$ cat src/rtl/dtdd_pkg.sv
`default_nettype none

package dtdd_pkg;

  // Number of integer digits that a result run may carry.
  localparam int unsigned INT_DIGITS = 11;

  // Powers of ten, worked out at elaboration.
  function automatic logic [63:0] pow10(input int unsigned n);
    logic [63:0] p;
    p = 64'd1;
    for (int unsigned i = 0; i < n; i++) begin
      p = p * 64'd10;
    end
    return p;
  endfunction

  // Integer parts at or above this value are out of range.
  localparam logic [63:0] LIMIT = pow10(INT_DIGITS - 1) + 64'd1;

  // The integer part plus a rounding carry stays at or below LIMIT.
  localparam int unsigned IP_W   = $clog2(LIMIT + 64'd1);
  localparam int unsigned BCD_W  = 4 * INT_DIGITS;
  localparam int unsigned DCNT_W = $clog2(INT_DIGITS + 1);
  localparam int unsigned CCNT_W = $clog2(IP_W + 1);

  // Binary64 layout.
  localparam int unsigned VALUE_W = 64;
  localparam int unsigned EXP_W   = 11;
  localparam int unsigned MAN_W   = 52;
  localparam logic [EXP_W-1:0] EXP_ALL_ONES = 11'h7FF;
  // Exponents at or above this one always give a range error.
  localparam logic [EXP_W-1:0] EXP_TOO_BIG  = 11'd1086;
  // Exponent at which the lowest significand bit weighs 2^-60.
  localparam logic [EXP_W-1:0] EXP_FRAC0    = 11'd1015;

  // Fixed point with 60 fraction bits; the aligned word spans 53 + 70 bits.
  localparam int unsigned FRAC_W = 60;
  localparam int unsigned SH_W   = 7;
  localparam int unsigned X_W    = MAN_W + 1 + 70;
  localparam int unsigned IPF_W  = X_W - FRAC_W;

  // Fraction times 100 plus one half, in fixed point.
  localparam int unsigned HUND_W = 7;
  localparam int unsigned ACC_W  = FRAC_W + HUND_W;
  localparam logic [HUND_W-1:0] HUNDRED = 7'd100;

  // Digit output width.
  localparam int unsigned DIGIT_W = 4;

  // Queue between the classifier and the sequencer.
  localparam int unsigned Q_DEPTH = 2;
  localparam int unsigned QPTR_W  = $clog2(Q_DEPTH);
  localparam int unsigned QCNT_W  = $clog2(Q_DEPTH + 1);

  // One classified number waiting for conversion.
  typedef struct packed {
    logic              neg;
    logic              err;
    logic [IP_W-1:0]   ip;
    logic [FRAC_W-1:0] frac;
  } dtdd_job_t;

  // Queue status seen by both sides.
  typedef struct packed {
    logic full;
    logic valid;
  } dtdd_qstat_t;

  // Sequencer states.
  typedef enum logic [3:0] {
    ST_IDLE,
    ST_ERR,
    ST_FRAC,
    ST_CARRY,
    ST_CONV,
    ST_SKIP,
    ST_INT,
    ST_FHI,
    ST_FLO
  } dtdd_state_e;

endpackage

`default_nettype wire

$ cat src/rtl/dtdd_if.sv
`default_nettype none

// Input channel: one binary64 pattern per request.
interface dtdd_in_if;
  logic                             valid;
  logic                             ready;
  logic [dtdd_pkg::VALUE_W-1:0]     value_bits;

  modport source(output valid, output value_bits, input ready);
  modport sink(input valid, input value_bits, output ready);
endinterface

// Output channel: one decimal digit per request.
interface dtdd_out_if;
  logic                             valid;
  logic                             ready;
  logic [dtdd_pkg::DIGIT_W-1:0]     digit;
  logic                             in_fraction;
  logic                             negative;
  logic                             range_error;
  logic                             last;

  modport source(output valid, output digit, output in_fraction, output negative,
                 output range_error, output last, input ready);
  modport sink(input valid, input digit, input in_fraction, input negative,
               input range_error, input last, output ready);
endinterface

`default_nettype wire

$ cat src/rtl/dtdd_front.sv
`default_nettype none

// Classifies each binary64 request: sign, range check, and alignment of the
// significand into a fixed-point integer part and a 60-bit fraction.
module dtdd_front (
  dtdd_in_if.sink                 in_i,
  input  dtdd_pkg::dtdd_qstat_t   q_stat_i,
  output logic                    push_o,
  output dtdd_pkg::dtdd_job_t     job_o
);

  logic                            sign;
  logic [dtdd_pkg::EXP_W-1:0]      ex;
  logic [dtdd_pkg::MAN_W-1:0]      man;
  logic [dtdd_pkg::MAN_W:0]        sig;
  logic                            is_zero;
  logic                            is_nan;
  logic                            aligned;
  logic [dtdd_pkg::EXP_W-1:0]      sh_full;
  logic [dtdd_pkg::SH_W-1:0]       sh;
  logic [dtdd_pkg::X_W-1:0]        x;
  logic [dtdd_pkg::IPF_W-1:0]      ip_full;
  logic                            too_big;

  // Field split.
  assign sign    = in_i.value_bits[dtdd_pkg::VALUE_W-1];
  assign ex      = in_i.value_bits[dtdd_pkg::VALUE_W-2 -: dtdd_pkg::EXP_W];
  assign man     = in_i.value_bits[dtdd_pkg::MAN_W-1:0];
  assign sig     = {(ex != '0), man};
  assign is_zero = (ex == '0) && (man == '0);
  assign is_nan  = (ex == dtdd_pkg::EXP_ALL_ONES) && (man != '0);

  // Align the significand; values below 2^-60 per bit round to zero anyway.
  assign aligned = (ex >= dtdd_pkg::EXP_FRAC0) && (ex < dtdd_pkg::EXP_TOO_BIG);
  assign sh_full = ex - dtdd_pkg::EXP_FRAC0;
  assign sh      = sh_full[dtdd_pkg::SH_W-1:0];

  always_comb begin
    if (aligned) begin
      x = dtdd_pkg::X_W'(sig) << sh;
    end else begin
      x = '0;
    end
  end

  assign ip_full = x[dtdd_pkg::X_W-1:dtdd_pkg::FRAC_W];

  // NaN, infinity and large magnitudes give a single error result.
  assign too_big = (ex == dtdd_pkg::EXP_ALL_ONES) || (ex >= dtdd_pkg::EXP_TOO_BIG) ||
                   ({1'b0, ip_full} >= dtdd_pkg::LIMIT);

  assign job_o.neg  = sign && !is_zero && !is_nan;
  assign job_o.err  = too_big;
  assign job_o.ip   = ip_full[dtdd_pkg::IP_W-1:0];
  assign job_o.frac = x[dtdd_pkg::FRAC_W-1:0];

  // Requests are taken whenever the queue has room.
  assign in_i.ready = !q_stat_i.full;
  assign push_o     = in_i.valid && !q_stat_i.full;

endmodule

`default_nettype wire

$ cat src/rtl/dtdd_queue.sv
`default_nettype none

// Small FIFO of classified numbers between the classifier and the sequencer.
module dtdd_queue (
  input  logic                    clk_i,
  input  logic                    rst_ni,
  input  logic                    push_i,
  input  dtdd_pkg::dtdd_job_t     job_i,
  input  logic                    pop_i,
  output dtdd_pkg::dtdd_job_t     job_o,
  output dtdd_pkg::dtdd_qstat_t   stat_o
);

  dtdd_pkg::dtdd_job_t            mem_q [dtdd_pkg::Q_DEPTH];
  logic [dtdd_pkg::QPTR_W-1:0]    wr_q, wr_d;
  logic [dtdd_pkg::QPTR_W-1:0]    rd_q, rd_d;
  logic [dtdd_pkg::QCNT_W-1:0]    cnt_q, cnt_d;

  assign stat_o.full  = (cnt_q == dtdd_pkg::QCNT_W'(dtdd_pkg::Q_DEPTH));
  assign stat_o.valid = (cnt_q != '0);
  assign job_o        = mem_q[rd_q];

  // Pointer and fill count update.
  always_comb begin
    wr_d  = wr_q;
    rd_d  = rd_q;
    cnt_d = cnt_q;
    if (push_i) begin
      wr_d = (wr_q == dtdd_pkg::QPTR_W'(dtdd_pkg::Q_DEPTH - 1)) ? '0 : wr_q + 1'b1;
    end
    if (pop_i) begin
      rd_d = (rd_q == dtdd_pkg::QPTR_W'(dtdd_pkg::Q_DEPTH - 1)) ? '0 : rd_q + 1'b1;
    end
    if (push_i && !pop_i) begin
      cnt_d = cnt_q + 1'b1;
    end else if (pop_i && !push_i) begin
      cnt_d = cnt_q - 1'b1;
    end
  end

  always_ff @(posedge clk_i or negedge rst_ni) begin
    if (!rst_ni) begin
      wr_q  <= '0;
      rd_q  <= '0;
      cnt_q <= '0;
    end else begin
      wr_q  <= wr_d;
      rd_q  <= rd_d;
      cnt_q <= cnt_d;
    end
  end

  // Entry storage.
  always_ff @(posedge clk_i) begin
    if (push_i) begin
      mem_q[wr_q] <= job_i;
    end
  end

endmodule

`default_nettype wire

$ cat src/rtl/dtdd_back.sv
`default_nettype none

// Sequencer: rounds the fraction to hundredths, converts the integer part to
// BCD one bit per cycle, then sends the digits through an output register.
module dtdd_back (
  input  logic                    clk_i,
  input  logic                    rst_ni,
  input  dtdd_pkg::dtdd_qstat_t   q_stat_i,
  input  dtdd_pkg::dtdd_job_t     job_i,
  output logic                    pop_o,
  dtdd_out_if.source              out_o
);

  localparam logic [dtdd_pkg::ACC_W-1:0] ACC_HALF =
    dtdd_pkg::ACC_W'(1) << (dtdd_pkg::FRAC_W - 1);
  localparam logic [13:0] RECIP_10 = 14'd103;

  dtdd_pkg::dtdd_state_e             state_q, state_d;
  logic                              step_q;
  logic [dtdd_pkg::CCNT_W-1:0]       cnt_q;
  logic [dtdd_pkg::DCNT_W-1:0]       dcnt_q;
  logic [dtdd_pkg::IP_W-1:0]         ip_q;
  logic [dtdd_pkg::FRAC_W-1:0]       frac_q;
  logic [dtdd_pkg::ACC_W-1:0]        acc_q;
  logic [dtdd_pkg::HUND_W-1:0]       f_q;
  logic [dtdd_pkg::BCD_W-1:0]        bcd_q;
  logic                              neg_q;

  logic                              ov_q;
  logic [dtdd_pkg::DIGIT_W-1:0]      odigit_q;
  logic                              ofrac_q;
  logic                              oneg_q;
  logic                              oerr_q;
  logic                              olast_q;

  logic                              out_free;
  logic                              emit;
  logic [dtdd_pkg::DIGIT_W-1:0]      e_digit;
  logic                              e_frac;
  logic                              e_err;
  logic                              e_last;
  logic [dtdd_pkg::DIGIT_W-1:0]      top_digit;
  logic                              skip_zero;
  logic [dtdd_pkg::HUND_W-1:0]       fsum;
  logic [13:0]                       tens_prod;
  logic [dtdd_pkg::DIGIT_W-1:0]      f_tens;
  logic [dtdd_pkg::HUND_W-1:0]       tens_x10;
  logic [dtdd_pkg::DIGIT_W-1:0]      f_ones;

  // One double-dabble step: correct every digit, then shift the next bit in.
  function automatic logic [dtdd_pkg::BCD_W-1:0] dabble(
    input logic [dtdd_pkg::BCD_W-1:0] b,
    input logic                       bit_in
  );
    logic [dtdd_pkg::BCD_W-1:0] t;
    t = b;
    for (int i = 0; i < dtdd_pkg::INT_DIGITS; i++) begin
      if (t[4*i +: 4] >= 4'd5) begin
        t[4*i +: 4] = t[4*i +: 4] + 4'd3;
      end
    end
    return {t[dtdd_pkg::BCD_W-2:0], bit_in};
  endfunction

  assign out_free  = !ov_q || out_o.ready;
  assign top_digit = bcd_q[dtdd_pkg::BCD_W-1 -: dtdd_pkg::DIGIT_W];
  assign skip_zero = (top_digit == '0) && (dcnt_q > dtdd_pkg::DCNT_W'(1));
  assign fsum      = acc_q[dtdd_pkg::ACC_W-1:dtdd_pkg::FRAC_W];

  // Split the hundredths into two digits; exact for values below 100.
  assign tens_prod = 14'(f_q) * RECIP_10;
  assign f_tens    = tens_prod[13:10];
  assign tens_x10  = dtdd_pkg::HUND_W'({f_tens, 3'b000}) +
                     dtdd_pkg::HUND_W'({f_tens, 1'b0});
  assign f_ones    = dtdd_pkg::DIGIT_W'(f_q - tens_x10);

  // Next state.
  always_comb begin
    state_d = state_q;
    unique case (state_q)
      dtdd_pkg::ST_IDLE: begin
        if (q_stat_i.valid) begin
          state_d = job_i.err ? dtdd_pkg::ST_ERR : dtdd_pkg::ST_FRAC;
        end
      end
      dtdd_pkg::ST_ERR: begin
        if (out_free) state_d = dtdd_pkg::ST_IDLE;
      end
      dtdd_pkg::ST_FRAC: begin
        if (step_q) state_d = dtdd_pkg::ST_CARRY;
      end
      dtdd_pkg::ST_CARRY: begin
        state_d = dtdd_pkg::ST_CONV;
      end
      dtdd_pkg::ST_CONV: begin
        if (cnt_q == dtdd_pkg::CCNT_W'(1)) state_d = dtdd_pkg::ST_SKIP;
      end
      dtdd_pkg::ST_SKIP: begin
        if (!skip_zero) state_d = dtdd_pkg::ST_INT;
      end
      dtdd_pkg::ST_INT: begin
        if (out_free && (dcnt_q == dtdd_pkg::DCNT_W'(1))) state_d = dtdd_pkg::ST_FHI;
      end
      dtdd_pkg::ST_FHI: begin
        if (out_free) state_d = dtdd_pkg::ST_FLO;
      end
      dtdd_pkg::ST_FLO: begin
        if (out_free) state_d = dtdd_pkg::ST_IDLE;
      end
      default: begin
        state_d = dtdd_pkg::ST_IDLE;
      end
    endcase
  end

  // Control outputs of each state.
  always_comb begin
    pop_o   = 1'b0;
    emit    = 1'b0;
    e_digit = '0;
    e_frac  = 1'b0;
    e_err   = 1'b0;
    e_last  = 1'b0;
    unique case (state_q)
      dtdd_pkg::ST_IDLE: begin
        pop_o = q_stat_i.valid;
      end
      dtdd_pkg::ST_ERR: begin
        emit   = out_free;
        e_err  = 1'b1;
        e_last = 1'b1;
      end
      dtdd_pkg::ST_INT: begin
        emit    = out_free;
        e_digit = top_digit;
      end
      dtdd_pkg::ST_FHI: begin
        emit    = out_free;
        e_digit = f_tens;
        e_frac  = 1'b1;
      end
      dtdd_pkg::ST_FLO: begin
        emit    = out_free;
        e_digit = f_ones;
        e_frac  = 1'b1;
        e_last  = 1'b1;
      end
      default: begin
        emit = 1'b0;
      end
    endcase
  end

  // Control registers.
  always_ff @(posedge clk_i or negedge rst_ni) begin
    if (!rst_ni) begin
      state_q <= dtdd_pkg::ST_IDLE;
      step_q  <= 1'b0;
      cnt_q   <= '0;
      dcnt_q  <= '0;
      ov_q    <= 1'b0;
    end else begin
      state_q <= state_d;
      if (emit) begin
        ov_q <= 1'b1;
      end else if (out_o.ready) begin
        ov_q <= 1'b0;
      end
      unique case (state_q)
        dtdd_pkg::ST_IDLE: begin
          step_q <= 1'b0;
        end
        dtdd_pkg::ST_FRAC: begin
          step_q <= 1'b1;
        end
        dtdd_pkg::ST_CARRY: begin
          cnt_q <= dtdd_pkg::CCNT_W'(dtdd_pkg::IP_W);
        end
        dtdd_pkg::ST_CONV: begin
          cnt_q <= cnt_q - 1'b1;
          if (cnt_q == dtdd_pkg::CCNT_W'(1)) begin
            dcnt_q <= dtdd_pkg::DCNT_W'(dtdd_pkg::INT_DIGITS);
          end
        end
        dtdd_pkg::ST_SKIP: begin
          if (skip_zero) dcnt_q <= dcnt_q - 1'b1;
        end
        dtdd_pkg::ST_INT: begin
          if (out_free) dcnt_q <= dcnt_q - 1'b1;
        end
        default: begin
          step_q <= step_q;
        end
      endcase
    end
  end

  // Datapath registers.
  always_ff @(posedge clk_i) begin
    unique case (state_q)
      dtdd_pkg::ST_IDLE: begin
        if (q_stat_i.valid) begin
          neg_q  <= job_i.neg;
          ip_q   <= job_i.ip;
          frac_q <= job_i.frac;
          acc_q  <= dtdd_pkg::ACC_W'({job_i.frac, 2'b00}) + ACC_HALF;
        end
      end
      dtdd_pkg::ST_FRAC: begin
        if (step_q) begin
          acc_q <= acc_q + dtdd_pkg::ACC_W'({frac_q, 6'b000000});
        end else begin
          acc_q <= acc_q + dtdd_pkg::ACC_W'({frac_q, 5'b00000});
        end
      end
      dtdd_pkg::ST_CARRY: begin
        // A fraction that rounds to one hundred carries into the integer part.
        if (fsum == dtdd_pkg::HUNDRED) begin
          ip_q <= ip_q + dtdd_pkg::IP_W'(1);
          f_q  <= '0;
        end else begin
          f_q  <= fsum;
        end
        bcd_q <= '0;
      end
      dtdd_pkg::ST_CONV: begin
        bcd_q <= dabble(bcd_q, ip_q[dtdd_pkg::IP_W-1]);
        ip_q  <= ip_q << 1;
      end
      dtdd_pkg::ST_SKIP: begin
        if (skip_zero) bcd_q <= bcd_q << dtdd_pkg::DIGIT_W;
      end
      dtdd_pkg::ST_INT: begin
        if (out_free) bcd_q <= bcd_q << dtdd_pkg::DIGIT_W;
      end
      default: begin
        acc_q <= acc_q;
      end
    endcase
    if (emit) begin
      odigit_q <= e_digit;
      ofrac_q  <= e_frac;
      oneg_q   <= (state_q == dtdd_pkg::ST_IDLE) ? job_i.neg : neg_q;
      oerr_q   <= e_err;
      olast_q  <= e_last;
    end
  end

  assign out_o.valid       = ov_q;
  assign out_o.digit       = odigit_q;
  assign out_o.in_fraction = ofrac_q;
  assign out_o.negative    = oneg_q;
  assign out_o.range_error = oerr_q;
  assign out_o.last        = olast_q;

endmodule

`default_nettype wire

$ cat src/rtl/double_to_decimal_digits_unit.sv
// Binary64 to decimal digits, two fraction digits.
//
// The input channel takes one IEEE-754 binary64 pattern per request. The
// output channel returns its magnitude as a run of digit requests: integer
// digits from the most significant (no leading zeros, a single 0 for a zero
// integer part), then two fraction digits rounded half away from zero; last
// marks the end of a run. NaN, infinity and magnitudes too large for the
// integer digits give one request with range_error and last set.
//
// A number is taken into a two-entry queue, so up to two more
// numbers are accepted while one is converted. The back sequencer rounds
// the fraction and applies the carry, runs the bit-serial binary to BCD
// conversion over the IP_W (34) bit integer part, then drops leading zeros
// and sends the rest of the 11 integer positions, then the two fraction
// digits; it takes the next number from the queue only after a run ends.
//
// Reset empties the queue and the output register. When the receiver stalls
// the held result stays put, the sequencer waits, and input requests stop
// once the queue is full.
`default_nettype none

module double_to_decimal_digits_unit (
  input  logic         clk_i,
  input  logic         rst_ni,
  dtdd_in_if.sink      in_i,
  dtdd_out_if.source   out_o
);

  dtdd_pkg::dtdd_qstat_t  q_stat;
  dtdd_pkg::dtdd_job_t    push_job;
  dtdd_pkg::dtdd_job_t    head_job;
  logic                   push;
  logic                   pop;

  dtdd_front u_front (
    .in_i     (in_i),
    .q_stat_i (q_stat),
    .push_o   (push),
    .job_o    (push_job)
  );

  dtdd_queue u_queue (
    .clk_i  (clk_i),
    .rst_ni (rst_ni),
    .push_i (push),
    .job_i  (push_job),
    .pop_i  (pop),
    .job_o  (head_job),
    .stat_o (q_stat)
  );

  dtdd_back u_back (
    .clk_i    (clk_i),
    .rst_ni   (rst_ni),
    .q_stat_i (q_stat),
    .job_i    (head_job),
    .pop_o    (pop),
    .out_o    (out_o)
  );

  // The classifier never writes into a full queue.
  assert property (@(posedge clk_i) disable iff (!rst_ni) push |-> !q_stat.full)
    else $error("push into full queue");

  // The sequencer only takes a number that is there.
  assert property (@(posedge clk_i) disable iff (!rst_ni) pop |-> q_stat.valid)
    else $error("pop from empty queue");

  // Every digit sent is a decimal digit.
  assert property (@(posedge clk_i) disable iff (!rst_ni)
    out_o.valid |-> (out_o.digit <= 4'd9))
    else $error("digit out of range");

  // An error result stands alone as a whole run.
  assert property (@(posedge clk_i) disable iff (!rst_ni)
    (out_o.valid && out_o.range_error) |->
      (out_o.last && !out_o.in_fraction && (out_o.digit == 4'd0)))
    else $error("malformed error result");

endmodule

`default_nettype wire

$ cat src/flat_wrapper.sv
// flat-port wrapper written by rule: the top's interface ports become plain ports
module double_to_decimal_digits_unit_flat 
  (clk_i, rst_ni, in_i_valid, in_i_value_bits, in_i_ready, out_o_valid, out_o_digit, out_o_in_fraction, out_o_negative, out_o_range_error, out_o_last, out_o_ready);
  dtdd_in_if in_i_i ();
  dtdd_out_if out_o_i ();
  input  logic clk_i;
  input  logic rst_ni;
  input wire logic [$bits(in_i_i.valid)-1:0] in_i_valid;
  input wire logic [$bits(in_i_i.value_bits)-1:0] in_i_value_bits;
  output wire logic [$bits(in_i_i.ready)-1:0] in_i_ready;
  output wire logic [$bits(out_o_i.valid)-1:0] out_o_valid;
  output wire logic [$bits(out_o_i.digit)-1:0] out_o_digit;
  output wire logic [$bits(out_o_i.in_fraction)-1:0] out_o_in_fraction;
  output wire logic [$bits(out_o_i.negative)-1:0] out_o_negative;
  output wire logic [$bits(out_o_i.range_error)-1:0] out_o_range_error;
  output wire logic [$bits(out_o_i.last)-1:0] out_o_last;
  input wire logic [$bits(out_o_i.ready)-1:0] out_o_ready;
  assign in_i_i.valid = in_i_valid;
  assign in_i_i.value_bits = in_i_value_bits;
  assign in_i_ready = in_i_i.ready;
  assign out_o_valid = out_o_i.valid;
  assign out_o_digit = out_o_i.digit;
  assign out_o_in_fraction = out_o_i.in_fraction;
  assign out_o_negative = out_o_i.negative;
  assign out_o_range_error = out_o_i.range_error;
  assign out_o_last = out_o_i.last;
  assign out_o_i.ready = out_o_ready;
  double_to_decimal_digits_unit u_core (.clk_i(clk_i), .rst_ni(rst_ni), .in_i(in_i_i), .out_o(out_o_i));
endmodule
$ cat config.mk
export PLATFORM = sky130hd
export DESIGN_NAME = double_to_decimal_digits_unit_flat
export DESIGN_NICKNAME = d
export VERILOG_FILES = /design/src/rtl/dtdd_pkg.sv /design/src/rtl/dtdd_if.sv /design/src/rtl/dtdd_front.sv /design/src/rtl/dtdd_queue.sv /design/src/rtl/dtdd_back.sv /design/src/rtl/double_to_decimal_digits_unit.sv /design/src/flat_wrapper.sv
export SDC_FILE = /design/constraint.sdc
export NUM_CORES = 1
export LEC_CHECK = 0
export BUFFER_PORTS_ARGS = -buffer_cell sky130_fd_sc_hd__buf_2
export CAP_MARGIN = 40
export CORE_AREA = 2 2 287 289
export CTS_CLUSTER_SIZE = 30
export DETAILED_ROUTE_END_ITERATION = 16
export DIE_AREA = 0 0 289 291
export SYNTH_ARGS = -nofsm -noshare
export SYNTH_HDL_FRONTEND = slang
export SYNTH_SLANG_ARGS = --single-unit
$ cat constraint.sdc
create_clock -name clk_i -period 7.4 [get_ports clk_i]
set_input_delay 1.48 -clock clk_i [delete_from_list [all_inputs] [get_ports clk_i]]
set_output_delay 1.48 -clock clk_i [all_outputs]
set_load 0.02 [all_outputs]
# == Word-level counts from Yosys, hierarchy flattened ==
# Memory sizes are Yosys's and may differ from the RTL's.
# Index checks and enable logic that the tools add are counted.
# op_classes
add_sub_neg,24
n_mul,1
n_lt_le_gt_ge,16
eq_ne,23
n_shift,1
muxes,51
reduce_logical,42
# op_table
operator,n
$pmux W44 S4,1
$mux W67,2
$pmux W67 S2,1
$mux W123,1
$shl A53 B7 Y123,1
$pmux W34 S3,1
$mux W44,2
$mux W4,20
$mux W34,2
$add A67 B65 Y67,1
$add A67 B66 Y67,1
$add A62 B60 Y63 const B,1
$ge A63 B34 Y1 const B,1
$logic_not A52 Y1,1
$reduce_bool A52 Y1,1
$ge A4 B3 Y1 const B,11
$add A4 B2 Y4 const B,10
$add A34 B1 Y34 const B,1
$pmux W4 S8,1
$pmux W4 S3,2
$ne A2 B2 Y1 const B,9
$eq A4 B3 Y1 const B,4
$mul A7 B7 Y14 const B,1
$mux W1,12
40 further kinds,70
# totals
regBits,241
mem_bits_rw,192
inputBits,68
out_inout_bits,10
elab_cells,178
memories,1
# mem_list
name,depth,word_bits,rd,rd_ports_with_merged_regs,wr,line_no,rtl
u_core.u_queue.mem_q,2,96,1,0,1,dtdd_queue.sv:14,dtdd_pkg::dtdd_job_t mem_q [dtdd_pkg::Q_DEPTH];

# == Logic depth before layout (Yosys ltp) ==
# Gate-level depths: netlist (run 1).
# logic_depth
word_depth,7
ltp_mapped,20
depth_no_buf,19

# == By module ==
# Synthesis (run 1) repeated with hierarchy kept, for this count alone.
# hier_totals
cells_unflattened,3284
hier_area_um2,32990.4
# modules_own_cells
module,n_inst,cells_each,area_per_inst_um2,seq_area_each_um2
dtdd_back,1,2098,19142.1,6886.6
dtdd_queue,1,315,7234.4,5865.6
dtdd_front,1,871,6613.8,0.0

# == Least setup slack after synthesis (run 1) ==
# No wires, ideal clock.
# synth_path
kind,in2reg
startpoint,input in_i_valid
endpoint,memory u_core.u_queue.mem_q[0][0] (netlist name) (enable)
setup_ns,0.552
arrival_time_ns,5.574
required_ns,6.848
setup_slack_ns,1.275
stages,2
path_buffers,0
path_cell_list,nand2_1 nor2_1
# synth_between
elab_chain_cells,3
# synth_rtl
item,line_no,rtl
from (decl),flat_wrapper.sv:8,input wire logic [$bits(in_i_i.valid)-1:0] in_i_valid;
$logic_and A1 B1 Y1,dtdd_front.sv:59,assign push_o = in_i.valid && !q_stat_i.full;
$mux W1,dtdd_queue.sv:55,if (push_i) begin
$mux W1 (implied by the code),dtdd_queue.sv:56,mem_q[wr_q] <= job_i;
to (decl),dtdd_queue.sv:14,
# No other way between the ends.

==> results of run 1 <==
[worst paths after layout]
path                                        startpoint                     endpoint
worst max-delay path               in_i_value_bits[53]  u_core.u_queue.mem_q[1][94]
worst min-delay path            u_core.u_back.cnt_q[5]       u_core.u_back.cnt_q[5]
worst max register to register  u_core.u_back.acc_q[7]      u_core.u_back.acc_q[66]
worst min register to register  u_core.u_back.cnt_q[5]       u_core.u_back.cnt_q[5]
max in group asynchronous                       rst_ni          u_core.u_queue.rd_q
min in group asynchronous                       rst_ni       u_core.u_back.cnt_q[4]
[final cells by class]
class	instances	area, um2
clock buffers	53	1241
clock inverters	39	566.8
fillers	7814	45590
inverters	115	431.7
multi-input cells	2515	18380
flip-flops and latches	428	12760
well taps	1070	1339
repair buffers	131	892.1
[routing by layer]
metal	up-vias	part of all wire (%)
met3	186	5.7
met2	883	45
met4	0	3.8
met5	-	0
li1	12340	-
met1	12690	45
[sequential cells by signal, indices dropped and copies added (netlist names)]
| name | flops |
|---|---|
| u_core.u_back.acc_q | 62 |
| u_core.u_back.bcd_q | 44 |
| u_core.u_back.cnt_q | 6 |
| u_core.u_back.dcnt_q | 4 |
| u_core.u_back.f_q | 7 |
| u_core.u_back.frac_q | 60 |
| u_core.u_back.ip_q | 34 |
| u_core.u_back.neg_q | 1 |
| u_core.u_back.out_o.digit | 4 |
| u_core.u_back.out_o.in_fraction | 1 |
| u_core.u_back.out_o.last | 1 |
| u_core.u_back.out_o.negative | 1 |
| u_core.u_back.out_o.range_error | 1 |
| u_core.u_back.out_o.valid | 1 |
| u_core.u_back.state_q | 4 |
| u_core.u_back.step_q | 1 |
| u_core.u_queue.cnt_q | 2 |
| u_core.u_queue.mem_q | 192 |
| u_core.u_queue.rd_q | 1 |
| u_core.u_queue.wr_q | 1 |
[per-stage QoR]
step | utilization [%] | cell area (um2) | total power [uW] | setup slack, ns | hold slack [ns]
6_report | 43.85 | 35600 | 6966 | 1.602 | 0.4798
4_1_cts | 43.85 | 35600 | 6994 | 1.782 | 0.4724
2_1_floorplan | - | 32230 | 3867 | 1.275 | 0.4368
5_1_grt | 43.85 | 35600 | 7190 | 1.399 | 0.4980
3_3_place_gp | 41.41 | 33620 | 4307 | 1.069 | 0.4579
3_5_place_dp | 41.62 | 33790 | 4307 | 1.169 | 0.4569
[cell usage in the layout, fill, tap and decap left out, types with 49 or more instances in the layout]
| cell type | synthesis | layout |
|---|---|---|
| a21oi_1 | 243 | 242 |
| xnor2_1 | 95 | 94 |
| mux2i_1 | 116 | 116 |
| xor2_1 | 70 | 70 |
| buf_2 | 25 | 78 |
| nor3_1 | 55 | 53 |
| mux2_2 | 139 | 139 |
| nor2_1 | 274 | 272 |
| inv_1 | 113 | 112 |
| edfxtp_1 | 408 | 408 |
| nand3_1 | 71 | 71 |
| o21ai_0 | 173 | 173 |
| ha_1 | 192 | 191 |
| a21o_1 | 55 | 55 |
| nand2_1 | 279 | 278 |
| clkbuf_16 | 0 | 49 |
[kinds of logic (layout without fill, tap and decap cells)]
group | after synthesis | after routing | share of synthesized area, %
xor+xnor | 170 | 170 | 4.806
simple gates | 933 | 933 | 13.73
fa+ha+maj | 202 | 202 | 8.075
buf+inv | 288 | 338 | 3.801
mux | 301 | 301 | 11.45
compound gates | 909 | 909 | 18.57
flops | 428 | 428 | 39.57
[report_power, final]
group	internal, uW	switching, uW	total, uW
clock	1620	1060	2670
sequential	2960	58.7	3010
combinational	423	855	1280
total	5000	1970	6970
==> results.py, run 1 <==
metrics = {
    "status": {
        "status": "completed",
    },
    "critical_path": {
        "crit_chain": "buf_2 -> inv_1 -> ha_4 -> buf_4 -> mux2_2 -> mux2i_1 -> mux2i_1 -> a222oi_1 -> a21oi_1 -> or3_1 -> a211o_1 -> nor4_1 -> o21ai_1 -> a21o_1",
        "crit_family": "compound AO/OA/AOI/OAI gates",
        "criticalPathCategory": "primary input to flip-flop",
        "path_max_fanout": 63,
        "critPathSlowestCell": "a222oi_1",
        "path_depth": 14,
        "rrSetupSlack_ns": 2.77,
        "worstPathArrival_ns": 6.14,
        "crit_required_ns": 7.74,
        "path_buf_inv": 3,
        "crit_top_cell": "mux2i_1",
        "cp_slowest_stage_delay_ns": 0.79,
        "start_kind": "primary input",
        "crit_path_end_kind": "flip-flop",
        "reg2regPathDepth": 12,
    },
    "yosys": {
        "synth.most_common_cell": "edfxtp_1",
        "synth_top_cell_by_area": "edfxtp_1",
        "ys_async_sr_fraction_pct": 4.673,
        "yosys_warnings": 0,
        "synthTopCellsByCount": "edfxtp_1 (408), nand2_1 (279), nor2_1 (274)",
        "synth_cells": 3231,
        "synth_top_area_share_pct": 38.01,
        "seq_area_frac_synth_pct": 39.57,
        "syn_area_um2": 32230,
        "syn_avg_cell_area_um2": 9.975,
        "synth_edf_count": 408,
        "synth_cell_type_count": 98,
        "synth_flop_cell": "edfxtp_1",
        "synth_seq_cells": 428,
        "synthTopCellsByArea": "edfxtp_1 (38%), ha_1 (7.5%), mux2_2 (4.9%)",
        "synth_nets": 3501,
    },
    "sta": {
        "rsz0062_at_grt": "no",
        "hold_violations": 0,
        "setup_viol": 0,
        "max_freq_mhz": 172.5,
        "fin_setup_tns_ns": 0,
        "fin_skew_ns": 0.05363,
        "finalMaxSlewViolations": 0,
        "relSlewSlack_pct": 36.58,
        "fin_crit_ns": 5.798,
        "finalCritPeriodShare_pct": 78.35,
        "worst_pin_slew_ns": 0.9414,
    },
    "grt": {
        "grt_util_all_layers_pct": 22.95,
        "grt_util_met2_pct": 36.01,
        "grt_pass1_wl_um": 151200,
        "grt.overflow.total": 0,
        "groute.layer.met3.usage_pct": 2.766,
        "grt_start_max_net_pins": 80,
        "antenna_found_initial": 0,
        "grt.busiest_layer": "met2",
        "grt_use_met1_pct": 32.47,
        "grt_pass1_vias": 25010,
    },
    "final_layout": {
        "area_growth_syn_to_layout_pct": 10.47,
        "drive_gt1_share_pct": 13.78,
        "antenna_cells": 0,
        "stdcell_count": 4351,
        "layout.nets": 3510,
    },
    "drt": {
        "vias": 26100,
        "drt_iter0_drc": 2263,
        "wire_per_inst_um": 22.55,
        "wirelength_um": 98110,
        "viasPerCell": 5.999,
        "ant_nets": 0,
        "drc": 0,
        "drt-pass1-iter-count": 6,
    },
    "floorplanning": {
        "io_pins": 78,
        "start_util_pct": 39.70,
        "die_w_um": 289,
        "die_height_um": 291,
        "fp.dieArea_um2": 84100,
        "core_um2": 81190,
        "rows": 105,
    },
    "worst_hold_path": {
        "hp-class": "flip-flop to flip-flop",
        "whs_path_depth": 1,
    },
    "clock_tree": {
        "tritoncts": "yes",
        "cts_hold_buffers": 0,
        "worst_skew_pair.late_latency_ns": 0.63,
        "clockBufferDepth": 3,
        "path_clk_slew_ns": 0.06,
        "cts.sinks": 428,
        "htreeDepth": 2,
        "cts_buffers": 49,
        "cts_resized": 0,
        "post_cts_buffers": 0,
        "cts_root_buf": "clkbuf_16",
    },
    "placement": {
        "gp_congestion": 1.007,
        "hpwl_um": 73810,
        "dp.cells": 4259,
        "portBuffers": 77,
    },
    "power_and_ir_drop": {
        "power_density_nw_per_um2": 195.7,
        "peakVddDrop_v": 0.0001902,
        "p_leak_uw": 0.01311,
    },
    "run": {
        "cap_viol_max_count": 0,
    },
}
Note: power is estimated with default switching activity, not from simulation.
==> run 2: changes to the inputs <==
==> constraint.sdc (replaced) <==
create_clock -name clk_i -period 6 [get_ports clk_i]
set_input_delay 1.2 -clock clk_i [delete_from_list [all_inputs] [get_ports clk_i]]
set_output_delay 1.2 -clock clk_i [all_outputs]
set_load 0.02 [all_outputs]
==> run 2 against run 1 <==
First-iteration DRC count up 9.7%. Total power increased by 19%. Worst hold slack got worse by 0.0022 ns. Global-route usage rose by 0.11 points. Largest power group unchanged. Highest routed layer unchanged.
==> results.py, run 2 (synthesis gave the netlist of run 1 again) <==
metrics = {
    "status": {
        "status": "completed",
    },
    "power_and_ir_drop": {
        "switching_power_uw": 2368,
        "seq_power_share_pct": 44.8,
        "peakVddDrop_v": 0.0002176,
        "internal_power_uw": 5921,
        "p_comb_share_pct": 19.9,
        "switching_share_pct": 28.57,
        "power_density_nw_per_um2": 232.6,
        "p_leak_uw": 0.01320,
        "clockPowerShare_pct": 35.3,
    },
    "grt": {
        "grt_start_max_net_pins": 81,
        "groute.layer.met3.usage_pct": 2.978,
        "grt_pass1_wl_um": 152400,
        "grt.overflow.total": 0,
        "grt_util_met2_pct": 36.53,
        "grt_use_met1_pct": 31.81,
        "grt.busiest_layer": "met2",
        "grt_util_all_layers_pct": 23.06,
        "grt_pass1_vias": 25550,
        "antenna_found_initial": 2,
    },
    "final_layout": {
        "stdcell_count": 4387,
        "top_register": "u_core.u_queue.mem_q",
        "layout.nets": 3549,
        "drive_gt1_share_pct": 14.60,
        "area_growth_syn_to_layout_pct": 10.58,
        "final_cell_mix": "edfxtp_1 (408), nand2_1 (278), nor2_1 (272), a21oi_1 (242), ha_1 (191)",
        "mostFrequentLayoutCell": "edfxtp_1",
        "top_regs": "u_core.u_queue.mem_q x192, u_core.u_back.acc_q x62, u_core.u_back.frac_q x60",
        "largest_reg_flops": 192,
    },
    "worst_hold_path": {
        "holdPathEnd": "u_core.u_back.cnt_q[5]",
        "whs_path_depth": 1,
        "hp-class": "flip-flop to flip-flop",
        "hp-start": "u_core.u_back.cnt_q[5]",
    },
    "clock_tree": {
        "htreeDepth": 2,
        "cts_root_buf": "clkbuf_16",
        "path_clk_slew_ns": 0.06,
        "post_cts_buffers": 0,
        "cts.sinks": 428,
        "cts_buffers": 48,
        "cts_resized": 0,
        "tritoncts": "yes",
        "cts_hold_buffers": 0,
        "clockBufferDepth": 3,
        "worst_skew_pair.late_latency_ns": 0.61,
    },
    "critical_path": {
        "criticalPathCategory": "primary input to flip-flop",
        "reg2regPathDepth": 12,
        "rr_startpoint": "u_core.u_back.frac_q[3]",
        "path_buf_inv": 3,
        "r2r_end": "u_core.u_back.acc_q[48]",
        "crit_chain": "buf_2 -> inv_1 -> ha_4 -> buf_4 -> mux2_1 -> mux2_2 -> mux2i_4 -> a31oi_1 -> nor4b_1 -> a211oi_1 -> or3_1 -> a211o_1 -> nor4_1 -> o21ai_1 -> a21o_1",
        "start_kind": "primary input",
        "critPathSlowestCell": "nor4b_1",
        "crit_required_ns": 6.32,
        "path_depth": 15,
        "crit_family": "simple AND/OR/NAND/NOR gates",
        "path_max_fanout": 37,
        "worstPathArrival_ns": 5.40,
        "crit_path_end_kind": "flip-flop",
        "rrSetupSlack_ns": 1.35,
        "cp_slowest_stage_delay_ns": 0.60,
    },
    "floorplanning": {
        "die_w_um": 289,
        "io_pins": 78,
        "fp.dieArea_um2": 84100,
        "die_height_um": 291,
        "core_um2": 81190,
        "rows": 105,
        "start_util_pct": 39.70,
    },
    "sta": {
        "setup_viol": 0,
        "finalMaxSlewViolations": 0,
        "rsz0062_at_grt": "no",
        "hold_violations": 0,
        "finalCritPeriodShare_pct": 84.64,
        "worst_pin_slew_ns": 0.9096,
        "fin_crit_ns": 5.079,
        "hold_slack_ns": 0.4776,
        "fin_ws_ns": 0.9214,
        "relSlewSlack_pct": 39.36,
        "fin_setup_tns_ns": 0,
        "fin_skew_ns": 0.03864,
        "max_freq_mhz": 196.9,
    },
    "drt": {
        "vias": 26340,
        "drc": 0,
        "wirelength_um": 98990,
        "drt_iter0_drc": 2483,
        "ant_nets": 0,
        "viasPerCell": 6.005,
        "drt-pass1-iter-count": 6,
        "wire_per_inst_um": 22.56,
    },
    "placement": {
        "hpwl_um": 74530,
        "gp_congestion": 1.032,
        "portBuffers": 77,
        "dp_slack_ns": 0.4594,
        "dp.cells": 4298,
    },
    "run": {
        "cap_viol_max_count": 0,
    },
}
-- run 2: cell types whose count changed in the layout (fill, tap and decap cells not counted), sizes merged --
cell and change:
clkinvlp -3, buf +41, clkinv -1, inv -1
clkbuf +7, clkdlybuf4s15 -1, bufinv -7, diode +1
-- run 2: how the worst max path moves through the flow --
stage          slack [ns]           startpoint                     endpoint
2_1_floorplan        0.15           in_i_valid   u_core.u_queue.mem_q[0][0]
3_3_place_gp         0.45  in_i_value_bits[52]  u_core.u_queue.mem_q[0][94]
3_5_place_dp         0.46  in_i_value_bits[52]  u_core.u_queue.mem_q[1][94]
4_1_cts              1.05  in_i_value_bits[52]  u_core.u_queue.mem_q[0][94]
5_1_grt              0.61  in_i_value_bits[52]  u_core.u_queue.mem_q[1][94]
6_report             0.92  in_i_value_bits[53]  u_core.u_queue.mem_q[0][94]
-- run 2: final cells by class --
cell class,instances,area (um2)
Fill cell,7818,45550
Multi-Input combinational cell,2515,18380
Sequential cell,428,12760
Tap cell,1070,1339
Clock buffer,60,1287
Timing Repair Buffer,171,1161
Inverter,115,431.7
Clock inverter,27,285.3
Antenna cell,1,2.502
-- run 2: per-stage QoR --
stage	area [um2]	utilization [%]	total power (uW)
final	35640	43.90	8288
after global routing	35640	43.89	8573
after CTS	35630	43.89	8305
after detailed placement	34060	41.95	5374
after global placement	33960	41.83	5365
after floorplan	32230	-	4769
-- run 2: worst register-to-register path, cell delays in order (launching register included) --
cell and delay [ns]:
edfxtp_1 0.44, ha_1 0.37, o21ai_1 0.09, o21ai_0 0.32, or4b_1 0.57, o211ai_1 0.34
a31oi_1 0.29, o311ai_0 0.51, a31oi_1 0.34, nor4b_1 0.65, o22ai_1 0.18, xor2_1 0.17
a21oi_1 0.08
-- run 2: power by group through the flow --
| stage | logic (uW) | clock network, uW | registers, uW |
|---|---|---|---|
| 2_1_floorplan | 972 | 0 | 3800 |
| 3_3_place_gp | 1600 | 0 | 3770 |
| 3_5_place_dp | 1600 | 0 | 3780 |
| 4_1_cts | 1600 | 2980 | 3720 |
| 5_1_grt | 1720 | 3110 | 3740 |
| 6_report | 1650 | 2920 | 3720 |
-- run 2: routing by layer --
metal  up-vias  part of all wire [%]
met5         -                     0
met4         0                   4.3
met3       241                   5.8
met2       956                    46
met1     12770                    44
li1      12380                     -
